--- src/rtl/core/ctpq_pkg.sv ---
// Shared types, constants and the command byte table of the camera tracking preset queue.
package ctpq_pkg;

    // Default sizing of the tracking list and of the unit key.
    localparam int LIST_DEPTH_DEF   = 32;
    localparam int UNIT_ID_BITS_DEF = 12;

    // Fixed field widths.
    localparam int UNIT_ID_W = 12;
    localparam int BYTE_W    = 8;
    localparam int CH_W      = 3;    // stored channels are always 1..5
    localparam int SEQ_W     = 4;    // byte position within the two frames
    localparam int ADDR_W    = 3;

    // Valid call channels.
    localparam logic [BYTE_W-1:0] CH_MIN = 8'd1;
    localparam logic [BYTE_W-1:0] CH_MAX = 8'd5;

    // Request codes.
    localparam logic REQ_CALL    = 1'b0;
    localparam logic REQ_RELEASE = 1'b1;

    // Register index, taken from paddr bit 2.
    localparam logic REG_PAN_CHANNEL = 1'b0;
    localparam logic REG_PAN_PRESET  = 1'b1;

    // Frame constants.
    localparam logic [BYTE_W-1:0] B_ZERO     = 8'h00;
    localparam logic [BYTE_W-1:0] B_ONE      = 8'h01;
    localparam logic [BYTE_W-1:0] B_TERM     = 8'hFF;
    localparam logic [BYTE_W-1:0] B_SW_CMD   = 8'h10;
    localparam logic [BYTE_W-1:0] B_SW_SUB   = 8'hFB;
    localparam logic [BYTE_W-1:0] B_SW_SUM   = 8'h0B;
    localparam logic [BYTE_W-1:0] B_CAM_ADDR = 8'h80;
    localparam logic [BYTE_W-1:0] B_CAM_CMD  = 8'h04;
    localparam logic [BYTE_W-1:0] B_RECALL   = 8'h3F;
    localparam logic [BYTE_W-1:0] B_RCL_SUB  = 8'h02;

    // Byte positions of the frame ends and of the first recall byte.
    localparam logic [SEQ_W-1:0] SEQ_SWITCH_END = 4'd8;
    localparam logic [SEQ_W-1:0] SEQ_RECALL     = 4'd9;
    localparam logic [SEQ_W-1:0] SEQ_LAST       = 4'd15;

    // Shift controls broadcast along the row of list cells.
    typedef struct packed {
        logic shift_up;     // insert a new entry at the head
        logic shift_down;   // close the gap left by a removed entry
        logic found;        // the key is held in the list
    } cell_ctl_t;

    // Byte k of the switch frame (0..8) followed by the recall frame (9..15).
    function automatic logic [BYTE_W-1:0] frame_byte(
        input logic [SEQ_W-1:0]  k,
        input logic [BYTE_W-1:0] ch,
        input logic [BYTE_W-1:0] pos
    );
        logic [BYTE_W-1:0] b;
        unique case (k)
            4'd0:    b = B_ZERO;
            4'd1:    b = B_ONE;
            4'd2:    b = B_TERM;
            4'd3:    b = B_SW_CMD;
            4'd4:    b = B_ZERO;
            4'd5:    b = B_SW_SUB;
            4'd6:    b = B_ZERO;
            4'd7:    b = ch;
            4'd8:    b = B_SW_SUM + ch;
            4'd9:    b = B_CAM_ADDR + ch;
            4'd10:   b = B_ONE;
            4'd11:   b = B_CAM_CMD;
            4'd12:   b = B_RECALL;
            4'd13:   b = B_RCL_SUB;
            4'd14:   b = pos;
            default: b = B_TERM;
        endcase
        return b;
    endfunction

endpackage

--- src/rtl/core/ctpq_if.sv ---
// Handshake interfaces for the event input and the command byte output.
interface ctpq_evt_if;
    logic                           valid;
    logic                           ready;
    logic                           req_type;
    logic [ctpq_pkg::UNIT_ID_W-1:0] unit_id;
    logic                           is_wifi;
    logic [ctpq_pkg::BYTE_W-1:0]    cam_channel;
    logic [ctpq_pkg::BYTE_W-1:0]    cam_preset;

    modport source (output valid, req_type, unit_id, is_wifi, cam_channel, cam_preset,
                    input ready);
    modport sink   (input valid, req_type, unit_id, is_wifi, cam_channel, cam_preset,
                    output ready);
endinterface

interface ctpq_cmd_if;
    logic                        valid;
    logic                        ready;
    logic [ctpq_pkg::BYTE_W-1:0] cmd_byte;
    logic                        end_of_command;
    logic                        last;

    modport source (output valid, cmd_byte, end_of_command, last, input ready);
    modport sink   (input valid, cmd_byte, end_of_command, last, output ready);
endinterface

--- src/rtl/core/ctpq_cell.sv ---
// One tracking list cell: holds one entry, matches the broadcast key, shifts with its neighbours.
module ctpq_cell #(
    parameter int KEY_W = 13,
    parameter int IDX_W = 5,
    parameter int CNT_W = 6,
    parameter int POS   = 0
) (
    input  logic                          clk,
    input  ctpq_pkg::cell_ctl_t           ctl,
    input  logic [CNT_W-1:0]              count,
    input  logic [IDX_W-1:0]              idx,
    input  logic [KEY_W-1:0]              key,
    input  logic [KEY_W-1:0]              left_key,
    input  logic [ctpq_pkg::CH_W-1:0]     left_ch,
    input  logic [ctpq_pkg::BYTE_W-1:0]   left_pos,
    input  logic [KEY_W-1:0]              right_key,
    input  logic [ctpq_pkg::CH_W-1:0]     right_ch,
    input  logic [ctpq_pkg::BYTE_W-1:0]   right_pos,
    output logic [KEY_W-1:0]              key_q,
    output logic [ctpq_pkg::CH_W-1:0]     ch_q,
    output logic [ctpq_pkg::BYTE_W-1:0]   pos_q,
    output logic                          match
);

    localparam logic [IDX_W-1:0] MY_IDX = IDX_W'(POS);
    localparam logic [CNT_W-1:0] MY_CNT = CNT_W'(POS);

    logic [KEY_W-1:0]            key_reg;
    logic [ctpq_pkg::CH_W-1:0]   ch_reg;
    logic [ctpq_pkg::BYTE_W-1:0] pos_reg;
    logic                        take_left;
    logic                        take_right;

    // The entry is live only below the fill count.
    assign match = (MY_CNT < count) && (key_reg == key);

    // Insertion moves every cell up to the removed one (or all of them) one place towards the
    // tail; removal pulls every cell from the gap onwards one place towards the head.
    assign take_left  = ctl.shift_up && (!ctl.found || (MY_IDX <= idx));
    assign take_right = ctl.shift_down && (MY_IDX >= idx);

    always_ff @(posedge clk)
    begin
        if (take_left)
        begin
            key_reg <= left_key;
            ch_reg  <= left_ch;
            pos_reg <= left_pos;
        end
        else if (take_right)
        begin
            key_reg <= right_key;
            ch_reg  <= right_ch;
            pos_reg <= right_pos;
        end
    end

    assign key_q = key_reg;
    assign ch_q  = ch_reg;
    assign pos_q = pos_reg;

endmodule

--- src/rtl/core/camera_tracking_preset_queue_unit.sv ---
// Top level of the camera tracking preset queue: list control, command serialiser and registers.
//
//  channel | kind          | direction | carries
//  --------+---------------+-----------+-------------------------------------------------
//  evt     | valid/ready   | in        | req_type, unit_id, is_wifi, cam_channel, cam_preset
//  cmd     | valid/ready   | out       | cmd_byte, end_of_command, last
//  apb     | APB, pready=1 | in        | panorama_channel (0x0), panorama_preset (0x4)
//
// An event passes through transfer, key lookup and list update when it yields no bytes.
// An event that aims the camera then sends one command byte per cycle while the sink stays
// ready: 7 bytes for a preset recall alone, 16 with a channel switch.
// The list itself updates in the list update step, all cells at once.
// The output register holds the final byte while the next event is taken; a stalled sink
// stops the serialiser. Reset clears the fill count, so no clearing pass is needed.
module camera_tracking_preset_queue_unit #(
    parameter int LIST_DEPTH   = ctpq_pkg::LIST_DEPTH_DEF,
    parameter int UNIT_ID_BITS = ctpq_pkg::UNIT_ID_BITS_DEF
) (
    input  logic                         clk,
    input  logic                         rst_n,
    ctpq_evt_if.sink                     evt,
    ctpq_cmd_if.source                   cmd,
    input  logic                         psel,
    input  logic                         penable,
    input  logic                         pwrite,
    input  logic [ctpq_pkg::ADDR_W-1:0]  paddr,
    input  logic [31:0]                  pwdata,
    output logic [31:0]                  prdata,
    output logic                         pready
);

    localparam int KEY_W = UNIT_ID_BITS + 1;
    localparam int IDX_W = (LIST_DEPTH > 1) ? $clog2(LIST_DEPTH) : 1;
    localparam int CNT_W = $clog2(LIST_DEPTH + 1);
    localparam int BW    = ctpq_pkg::BYTE_W;
    localparam int CW    = ctpq_pkg::CH_W;
    localparam int SW    = ctpq_pkg::SEQ_W;

    localparam logic [1:0] ST_IDLE   = 2'd0;
    localparam logic [1:0] ST_LOOKUP = 2'd1;
    localparam logic [1:0] ST_UPDATE = 2'd2;
    localparam logic [1:0] ST_SEND   = 2'd3;

    logic [1:0]       state_reg, state_next;
    logic             req_reg;
    logic [KEY_W-1:0] key_reg;
    logic [BW-1:0]    ch_reg;
    logic [BW-1:0]    pos_reg;
    logic [IDX_W-1:0] idx_reg;
    logic             found_reg;
    logic [CNT_W-1:0] count_reg, count_next;
    logic [BW-1:0]    cur_ch_reg;
    logic [BW-1:0]    aim_ch_reg;
    logic [BW-1:0]    aim_pos_reg;
    logic [SW-1:0]    seq_reg;
    logic             out_valid_reg;
    logic [BW-1:0]    out_byte_reg;
    logic             out_eoc_reg;
    logic             out_last_reg;
    logic [BW-1:0]    pan_ch_reg;
    logic [BW-1:0]    pan_pos_reg;

    logic [UNIT_ID_BITS+ctpq_pkg::UNIT_ID_W-1:0] id_wide;
    logic [KEY_W-1:0] evt_key;

    logic [KEY_W-1:0] cell_key  [LIST_DEPTH];
    logic [CW-1:0]    cell_ch   [LIST_DEPTH];
    logic [BW-1:0]    cell_pos  [LIST_DEPTH];
    logic [KEY_W-1:0] left_key  [LIST_DEPTH];
    logic [CW-1:0]    left_ch   [LIST_DEPTH];
    logic [BW-1:0]    left_pos  [LIST_DEPTH];
    logic [KEY_W-1:0] right_key [LIST_DEPTH];
    logic [CW-1:0]    right_ch  [LIST_DEPTH];
    logic [BW-1:0]    right_pos [LIST_DEPTH];
    logic [LIST_DEPTH-1:0] match;
    logic [IDX_W-1:0] match_idx;

    ctpq_pkg::cell_ctl_t ctl;
    logic             call_ok;
    logic             rel_head;
    logic             do_aim;
    logic [BW-1:0]    aim_ch;
    logic [BW-1:0]    aim_pos;
    logic             load_byte;
    logic             cfg_wr;

    // Unit key: wireless flag above the used unit number bits.
    assign id_wide = (UNIT_ID_BITS + ctpq_pkg::UNIT_ID_W)'(evt.unit_id);
    assign evt_key = {evt.is_wifi, id_wide[UNIT_ID_BITS-1:0]};

    // Row of list cells; cell 0 holds the newest entry and takes new entries from the left.
    for (genvar i = 0; i < LIST_DEPTH; i++)
    begin : g_cell
        if (i == 0)
        begin : g_head
            assign left_key[i] = key_reg;
            assign left_ch[i]  = ch_reg[CW-1:0];
            assign left_pos[i] = pos_reg;
        end
        else
        begin : g_body
            assign left_key[i] = cell_key[i-1];
            assign left_ch[i]  = cell_ch[i-1];
            assign left_pos[i] = cell_pos[i-1];
        end

        if (i == LIST_DEPTH - 1)
        begin : g_tail
            assign right_key[i] = '0;
            assign right_ch[i]  = '0;
            assign right_pos[i] = '0;
        end
        else
        begin : g_inner
            assign right_key[i] = cell_key[i+1];
            assign right_ch[i]  = cell_ch[i+1];
            assign right_pos[i] = cell_pos[i+1];
        end

        ctpq_cell #(
            .KEY_W (KEY_W),
            .IDX_W (IDX_W),
            .CNT_W (CNT_W),
            .POS   (i)
        ) u_cell (
            .clk       (clk),
            .ctl       (ctl),
            .count     (count_reg),
            .idx       (idx_reg),
            .key       (key_reg),
            .left_key  (left_key[i]),
            .left_ch   (left_ch[i]),
            .left_pos  (left_pos[i]),
            .right_key (right_key[i]),
            .right_ch  (right_ch[i]),
            .right_pos (right_pos[i]),
            .key_q     (cell_key[i]),
            .ch_q      (cell_ch[i]),
            .pos_q     (cell_pos[i]),
            .match     (match[i])
        );
    end

    // Keys are unique in the list, so the match vector is one-hot or empty.
    always_comb
    begin
        match_idx = '0;
        for (int i = 0; i < LIST_DEPTH; i++)
        begin
            if (match[i])
            begin
                match_idx = match_idx | IDX_W'(i);
            end
        end
    end

    // Update decisions, valid in the update cycle.
    assign call_ok  = (req_reg == ctpq_pkg::REQ_CALL)
                      && (ch_reg >= ctpq_pkg::CH_MIN) && (ch_reg <= ctpq_pkg::CH_MAX);
    assign rel_head = (req_reg == ctpq_pkg::REQ_RELEASE) && found_reg && (idx_reg == '0);
    assign do_aim   = call_ok || rel_head;

    always_comb
    begin
        ctl.shift_up   = (state_reg == ST_UPDATE) && call_ok;
        ctl.shift_down = (state_reg == ST_UPDATE)
                         && (req_reg == ctpq_pkg::REQ_RELEASE) && found_reg;
        ctl.found      = found_reg;
    end

    // Aim target: the caller, the entry behind the released head, or the panorama view.
    always_comb
    begin
        priority if (call_ok)
        begin
            aim_ch  = ch_reg;
            aim_pos = pos_reg;
        end
        else if (count_reg > CNT_W'(1))
        begin
            aim_ch  = BW'(cell_ch[1]);
            aim_pos = cell_pos[1];
        end
        else
        begin
            aim_ch  = pan_ch_reg;
            aim_pos = pan_pos_reg;
        end
    end

    // Fill count: grows on a call for a new unit until full, shrinks on a removal.
    always_comb
    begin
        count_next = count_reg;
        if (ctl.shift_up && !found_reg && (count_reg != CNT_W'(LIST_DEPTH)))
        begin
            count_next = count_reg + CNT_W'(1);
        end
        else if (ctl.shift_down)
        begin
            count_next = count_reg - CNT_W'(1);
        end
    end

    // The serialiser loads a byte whenever the output register is free or being emptied.
    assign load_byte = (state_reg == ST_SEND) && (!out_valid_reg || cmd.ready);

    // Sequencer state.
    always_comb
    begin
        state_next = state_reg;
        unique case (state_reg)
            ST_IDLE:
            begin
                if (evt.valid)
                begin
                    state_next = ST_LOOKUP;
                end
            end
            ST_LOOKUP:
            begin
                state_next = ST_UPDATE;
            end
            ST_UPDATE:
            begin
                state_next = do_aim ? ST_SEND : ST_IDLE;
            end
            default:
            begin
                if (load_byte && (seq_reg == ctpq_pkg::SEQ_LAST))
                begin
                    state_next = ST_IDLE;
                end
            end
        endcase
    end

    always_ff @(posedge clk or negedge rst_n)
    begin
        if (!rst_n)
        begin
            state_reg  <= ST_IDLE;
            count_reg  <= '0;
            cur_ch_reg <= '0;
        end
        else
        begin
            state_reg <= state_next;
            count_reg <= count_next;
            if ((state_reg == ST_UPDATE) && do_aim)
            begin
                cur_ch_reg <= aim_ch;
            end
        end
    end

    // Event capture, lookup result and aim operands.
    always_ff @(posedge clk)
    begin
        if ((state_reg == ST_IDLE) && evt.valid)
        begin
            req_reg <= evt.req_type;
            key_reg <= evt_key;
            ch_reg  <= evt.cam_channel;
            pos_reg <= evt.cam_preset;
        end
        if (state_reg == ST_LOOKUP)
        begin
            idx_reg   <= match_idx;
            found_reg <= |match;
        end
        if ((state_reg == ST_UPDATE) && do_aim)
        begin
            aim_ch_reg  <= aim_ch;
            aim_pos_reg <= aim_pos;
            seq_reg     <= (cur_ch_reg != aim_ch) ? '0 : ctpq_pkg::SEQ_RECALL;
        end
        else if (load_byte)
        begin
            seq_reg <= seq_reg + SW'(1);
        end
    end

    // Output register.
    always_ff @(posedge clk or negedge rst_n)
    begin
        if (!rst_n)
        begin
            out_valid_reg <= 1'b0;
        end
        else if (load_byte)
        begin
            out_valid_reg <= 1'b1;
        end
        else if (cmd.ready)
        begin
            out_valid_reg <= 1'b0;
        end
    end

    always_ff @(posedge clk)
    begin
        if (load_byte)
        begin
            out_byte_reg <= ctpq_pkg::frame_byte(seq_reg, aim_ch_reg, aim_pos_reg);
            out_eoc_reg  <= (seq_reg == ctpq_pkg::SEQ_SWITCH_END)
                            || (seq_reg == ctpq_pkg::SEQ_LAST);
            out_last_reg <= (seq_reg == ctpq_pkg::SEQ_LAST);
        end
    end

    assign evt.ready          = (state_reg == ST_IDLE);
    assign cmd.valid          = out_valid_reg;
    assign cmd.cmd_byte       = out_byte_reg;
    assign cmd.end_of_command = out_eoc_reg;
    assign cmd.last           = out_last_reg;

    // Configuration registers.
    assign cfg_wr = psel && penable && pwrite;

    always_ff @(posedge clk or negedge rst_n)
    begin
        if (!rst_n)
        begin
            pan_ch_reg  <= 8'd1;
            pan_pos_reg <= 8'd0;
        end
        else if (cfg_wr)
        begin
            unique case (paddr[2])
                ctpq_pkg::REG_PAN_CHANNEL: pan_ch_reg  <= pwdata[BW-1:0];
                default:                   pan_pos_reg <= pwdata[BW-1:0];
            endcase
        end
    end

    always_comb
    begin
        unique case (paddr[2])
            ctpq_pkg::REG_PAN_CHANNEL: prdata = 32'(pan_ch_reg);
            default:                   prdata = 32'(pan_pos_reg);
        endcase
    end

    assign pready = 1'b1;

endmodule

--- src/flat_wrapper.sv ---
// flat-port wrapper written by rule: the top's interface ports become plain ports
module camera_tracking_preset_queue_unit_flat 
#(
    parameter int LIST_DEPTH   = ctpq_pkg::LIST_DEPTH_DEF,
    parameter int UNIT_ID_BITS = ctpq_pkg::UNIT_ID_BITS_DEF
)
  (clk, rst_n, psel, penable, pwrite, paddr, pwdata, prdata, pready, evt_valid, evt_req_type, evt_unit_id, evt_is_wifi, evt_cam_channel, evt_cam_preset, evt_ready, cmd_valid, cmd_cmd_byte, cmd_end_of_command, cmd_last, cmd_ready);
  ctpq_evt_if evt_i ();
  ctpq_cmd_if cmd_i ();
  input  logic clk;
  input  logic rst_n;
  input  logic psel;
  input  logic penable;
  input  logic pwrite;
  input  logic [ctpq_pkg::ADDR_W-1:0] paddr;
  input  logic [31:0] pwdata;
  output logic [31:0] prdata;
  output logic pready;
  input wire logic [$bits(evt_i.valid)-1:0] evt_valid;
  input wire logic [$bits(evt_i.req_type)-1:0] evt_req_type;
  input wire logic [$bits(evt_i.unit_id)-1:0] evt_unit_id;
  input wire logic [$bits(evt_i.is_wifi)-1:0] evt_is_wifi;
  input wire logic [$bits(evt_i.cam_channel)-1:0] evt_cam_channel;
  input wire logic [$bits(evt_i.cam_preset)-1:0] evt_cam_preset;
  output wire logic [$bits(evt_i.ready)-1:0] evt_ready;
  output wire logic [$bits(cmd_i.valid)-1:0] cmd_valid;
  output wire logic [$bits(cmd_i.cmd_byte)-1:0] cmd_cmd_byte;
  output wire logic [$bits(cmd_i.end_of_command)-1:0] cmd_end_of_command;
  output wire logic [$bits(cmd_i.last)-1:0] cmd_last;
  input wire logic [$bits(cmd_i.ready)-1:0] cmd_ready;
  assign evt_i.valid = evt_valid;
  assign evt_i.req_type = evt_req_type;
  assign evt_i.unit_id = evt_unit_id;
  assign evt_i.is_wifi = evt_is_wifi;
  assign evt_i.cam_channel = evt_cam_channel;
  assign evt_i.cam_preset = evt_cam_preset;
  assign evt_ready = evt_i.ready;
  assign cmd_valid = cmd_i.valid;
  assign cmd_cmd_byte = cmd_i.cmd_byte;
  assign cmd_end_of_command = cmd_i.end_of_command;
  assign cmd_last = cmd_i.last;
  assign cmd_i.ready = cmd_ready;
  camera_tracking_preset_queue_unit #(.LIST_DEPTH(LIST_DEPTH), .UNIT_ID_BITS(UNIT_ID_BITS)) u_core (.clk(clk), .rst_n(rst_n), .evt(evt_i), .cmd(cmd_i), .psel(psel), .penable(penable), .pwrite(pwrite), .paddr(paddr), .pwdata(pwdata), .prdata(prdata), .pready(pready));
endmodule
--- config.mk ---
export PLATFORM = sky130hd
export DESIGN_NAME = camera_tracking_preset_queue_unit_flat
export DESIGN_NICKNAME = d
export VERILOG_FILES = /design/src/rtl/core/ctpq_pkg.sv /design/src/rtl/core/ctpq_if.sv /design/src/rtl/core/ctpq_cell.sv /design/src/rtl/core/camera_tracking_preset_queue_unit.sv /design/src/flat_wrapper.sv
export SDC_FILE = /design/constraint.sdc
export NUM_CORES = 1
export LEC_CHECK = 0
export BUFFER_PORTS_ARGS = -buffer_cell sky130_fd_sc_hd__buf_4
export CAP_MARGIN = 15
export CORE_MARGIN = 5
export CORE_UTILIZATION = 55
export DETAILED_ROUTE_END_ITERATION = 12
export GPL_TIMING_DRIVEN = 0
export PLACE_DENSITY = 0.74
export SKIP_CTS_REPAIR_TIMING = 1
export SYNTH_ARGS = -nofsm -noshare
export SYNTH_HDL_FRONTEND = slang
export SYNTH_SLANG_ARGS = --single-unit
export TNS_END_PERCENT = 20
--- constraint.sdc ---
create_clock -name clk -period 3.4 [get_ports clk]
set_input_delay 0.34 -clock clk [delete_from_list [all_inputs] [get_ports clk]]
set_output_delay 0.34 -clock clk [all_outputs]
set_load 0.05 [all_outputs]
==> metrics.txt <==
cells traversed along the worst timing path buf_2 -> xor2_1 -> nor4_1 -> nand3_1 -> o22ai_1 -> nor4_1 -> nand4_1; number of enable flip-flop cells after synthesis 834; Seq/Total Area, Yosys 0.607; hold worst-path end u_core.cmd.valid; GR Util met2 0.424; power per standard cell area 590 mW/mm²; critical path class register to register; number of register bits inferred by synthesis 867; total area of multi-input combinational cells 0.0162 mm²; die outline area 0.0832 mm²; clock latency on the worst-skew pair 0.65 ns; met3 Track Usage GR 0.0575; Die Width 288 µm; kind of cell adding the most delay to the critical path simple AND/OR/NAND/NOR gates; share of the clock period used by the worst path 1.02; share of power burned in combinational logic 0.189; maximum number of pins on one net before global-route repair 34; final critical-path setup slack -0.0772 ns; overall via count from detail_route 26500; flip-flop count of the largest register after layout 416; CTS max path bufs 3; cell area after synthesis 0.0426 mm²; TritonCTS sink count 867; row cnt 102; number of failing setup endpoints in the final timing report 3; launching point of the worst reg2reg path u_core.key_reg[8]; TritonCTS clock tree yes; area of the placeable core 0.0772 mm²; via-per-instance ratio 6.24; pre-CTS setup slack -1.15 ns; maximum level of the CTS H-tree 3; die height 288 µm; CP Data Arrival Time 3.98 ns; final routed wirelength across all metal layers 121000 µm; WP buf/inv 1; clock-pin slew reported for the worst setup and hold paths after clock tree synthesis 0.06 ns; number of iterations in the first detailed-routing pass 6; part of the power in registers 0.474; Worst Setup Start Kind register; switching share of power 0.294; Overall Global Routing Usage 0.285; total congestion overflow after global routing 0; synthesized instance count 2882; number of DRC markers in iteration 0 3297; total internal power 20300 µW; initial antenna violation count 2; via count of the first global-routing pass 25800; transition at the pin with the smallest max-transition slack 1.01 ns; first-pass GRT wire length 174000 µm; Critical Path Sink Type register; weighted congestion at the end of routability-driven global placement 0.997; Post-route DRC 0; delay of the slowest cell on the worst path 0.79 ns; endpoint of the lowest-slack register-to-register path u_core.found_reg; status finished, violations left; Hold Violations, Final 0; class of the tightest hold or removal check primary input to register; count of nets after finishing 3212; reg-to-reg setup timing slack -0.08 ns; met1 usage 0.411; worst min-delay path startpoint cmd_ready; proportion of layout cells with a drive suffix above 1 0.369; Final Skew 0.0220 ns; WHS 0.0196 ns; starting utilization of the core area 0.552; Max rail drop VDD 0.425 mV; detailed placement HPWL 89300 µm; reported leakage power 0.0167 µW; Post-synth ARST share 0.0381; standard cell with the maximum stage delay on the critical path sky130_fd_sc_hd__edfxtp_1; Clock Tree Root sky130_fd_sc_hd__clkbuf_16; min Tclk post-route 3.48 ns; most used cells in the layout excluding fill and tap cells 834 x sky130_fd_sc_hd__edfxtp_1, 745 x sky130_fd_sc_hd__mux2_2, 240 x sky130_fd_sc_hd__xor2_1; clock share of power 0.338; number of port buffers 64; distinct cell type count after synthesis 69; average detailed-routed wire length per instance 28.5 µm; Critical Path RT 3.90 ns; number of buffers created by CTS 90; length in cells of the worst reg-to-reg path 7; upper clock frequency limit 288 MHz; largest fanout on the critical path 10; Relative slew margins 0.319; final design area excluding fillers 0.0487 mm²; violated checks setup timing; library cell appearing most often on the critical path sky130_fd_sc_hd__nor4_1; Synth-to-Final Area Change 14.3%; I/O pin cnt 117; gr busiest metal met2; setup repair after global routing missed its margin true; leading register cell type out of synthesis sky130_fd_sc_hd__edfxtp_1; cell depth of the worst hold path 3; final-layout fill cell count 5552; total number of yosys warnings 0; Post-DP Area 0.0449 mm²; max-capacitance violation count 0; Sequential Area 0.0259 mm²; leading cell type in the layout, fill and taps excluded sky130_fd_sc_hd__edfxtp_1; final core utilization 0.631; total chip power 28800 µW; residual antenna-violating net count after detailed routing 0; Avg Synthesized Cell Area 14.8 µm²; number of max-slew violations in the final report 0; Psw 8470 µW
==> worst max path at each step <==
stage | startpoint | endpoint | cells after the start
after detailed placement | u_core.req_reg | u_core.g_cell[28].u_cell.ch_q[0] | 9
after CTS | u_core.req_reg | u_core.g_cell[28].u_cell.ch_q[0] | 9
after floorplan | u_core.state_reg[1] | u_core.g_cell[3].u_cell.ch_q[0] | 5
after global placement | u_core.state_reg[1] | u_core.g_cell[10].u_cell.pos_q[3] | 5
after global routing | u_core.req_reg | u_core.g_cell[1].u_cell.key_q[3] | 10
final | u_core.key_reg[8] | u_core.found_reg | 7
==> worst min-delay path, cell delays in order <==
cell                       delay (ns)
sky130_fd_sc_hd__buf_4           0.08
sky130_fd_sc_hd__nor2b_1         0.06
sky130_fd_sc_hd__nand2b_1        0.14
==> metal layers <==
layer | share of wire | vias up
met3 | 0.10 | 285
met4 | 0.046 | 2
met1 | 0.41 | 13400
li1 | - | 11300
met2 | 0.44 | 1521
met5 | 0.00018 | -
==> synthesized netlist by cell type, drive strengths merged, types with 7 or more instances <==
| master | number | area share |
|---|---|---|
| edfxtp | 834 | 0.59 |
| mux2 | 745 | 0.20 |
| xor2 | 240 | 0.049 |
| xnor2 | 191 | 0.039 |
| nand2 | 188 | 0.017 |
| buf | 128 | 0.017 |
| nor4 | 61 | 0.0089 |
| o21ai | 58 | 0.0072 |
| nand4 | 55 | 0.0081 |
| clkbuf | 54 | 0.0048 |
| dfrtp | 32 | 0.019 |
| nor2 | 32 | 0.0030 |
| and2 | 30 | 0.0044 |
| nor3 | 25 | 0.0032 |
| nand3 | 24 | 0.0028 |
| a21oi | 19 | 0.0028 |
| inv | 14 | 0.0012 |
| nor2b | 13 | 0.0019 |
| or4 | 10 | 0.0018 |
| and3 | 9 | 0.0013 |
| nand2b | 9 | 0.0013 |
| a211oi | 8 | 0.0014 |
| ha | 8 | 0.0023 |
| mux2i | 8 | 0.0019 |
| a21o | 7 | 0.0012 |
| o211ai | 7 | 0.0012 |
| o31ai | 7 | 0.0012 |
==> stage by stage <==
| stage | cells | TNS, ns |
|---|---|---|
| final | 4248 | -0.159 |
| after global routing | 4247 | -0.314 |
| after CTS | 4194 | -580.27 |
| after detailed placement | 4027 | -562.08 |
| after global placement | 4009 | -868.22 |
| after floorplan | 2905 | -14.56 |
==> cell families (layout without fill, tap and decap cells) <==
kind of cell	after synthesis	count (layout)	synth area share
other	2	26	0.000176
buffers and inverters	196	497	0.0232
AO/OA/AOI/OAI	151	152	0.0236
flip-flops	867	867	0.607
XOR/XNOR	431	431	0.0885
adder cells (fa/ha/maj)	8	8	0.00235
AND/OR/NAND/NOR	474	474	0.0569
multiplexers	753	753	0.199
==> final cells by class <==
cell class | instances | share of cell area
Antenna cell | 1 | 0.0000514
Clock inverter | 47 | 0.00757
Timing Repair Buffer | 148 | 0.0295
Inverter | 14 | 0.00116
Buffer | 167 | 0.0193
Clock buffer | 120 | 0.0515
Multi-Input combinational cell | 1843 | 0.333
Tap cell | 1040 | 0.0267
Timing Repair inverter | 1 | 0.000154
Sequential cell | 867 | 0.531
==> power groups by stage <==
stage | Sequential, µW | Clock [µW] | Combinational, µW
after floorplan | 13500 | 0 | 3260
after global placement | 13700 | 0 | 4930
after detailed placement | 13700 | 0 | 5140
after CTS | 13500 | 9820 | 5160
after global routing | 13700 | 10300 | 5690
final | 13600 | 9710 | 5420
Note: power is estimated with default switching activity, not from simulation.
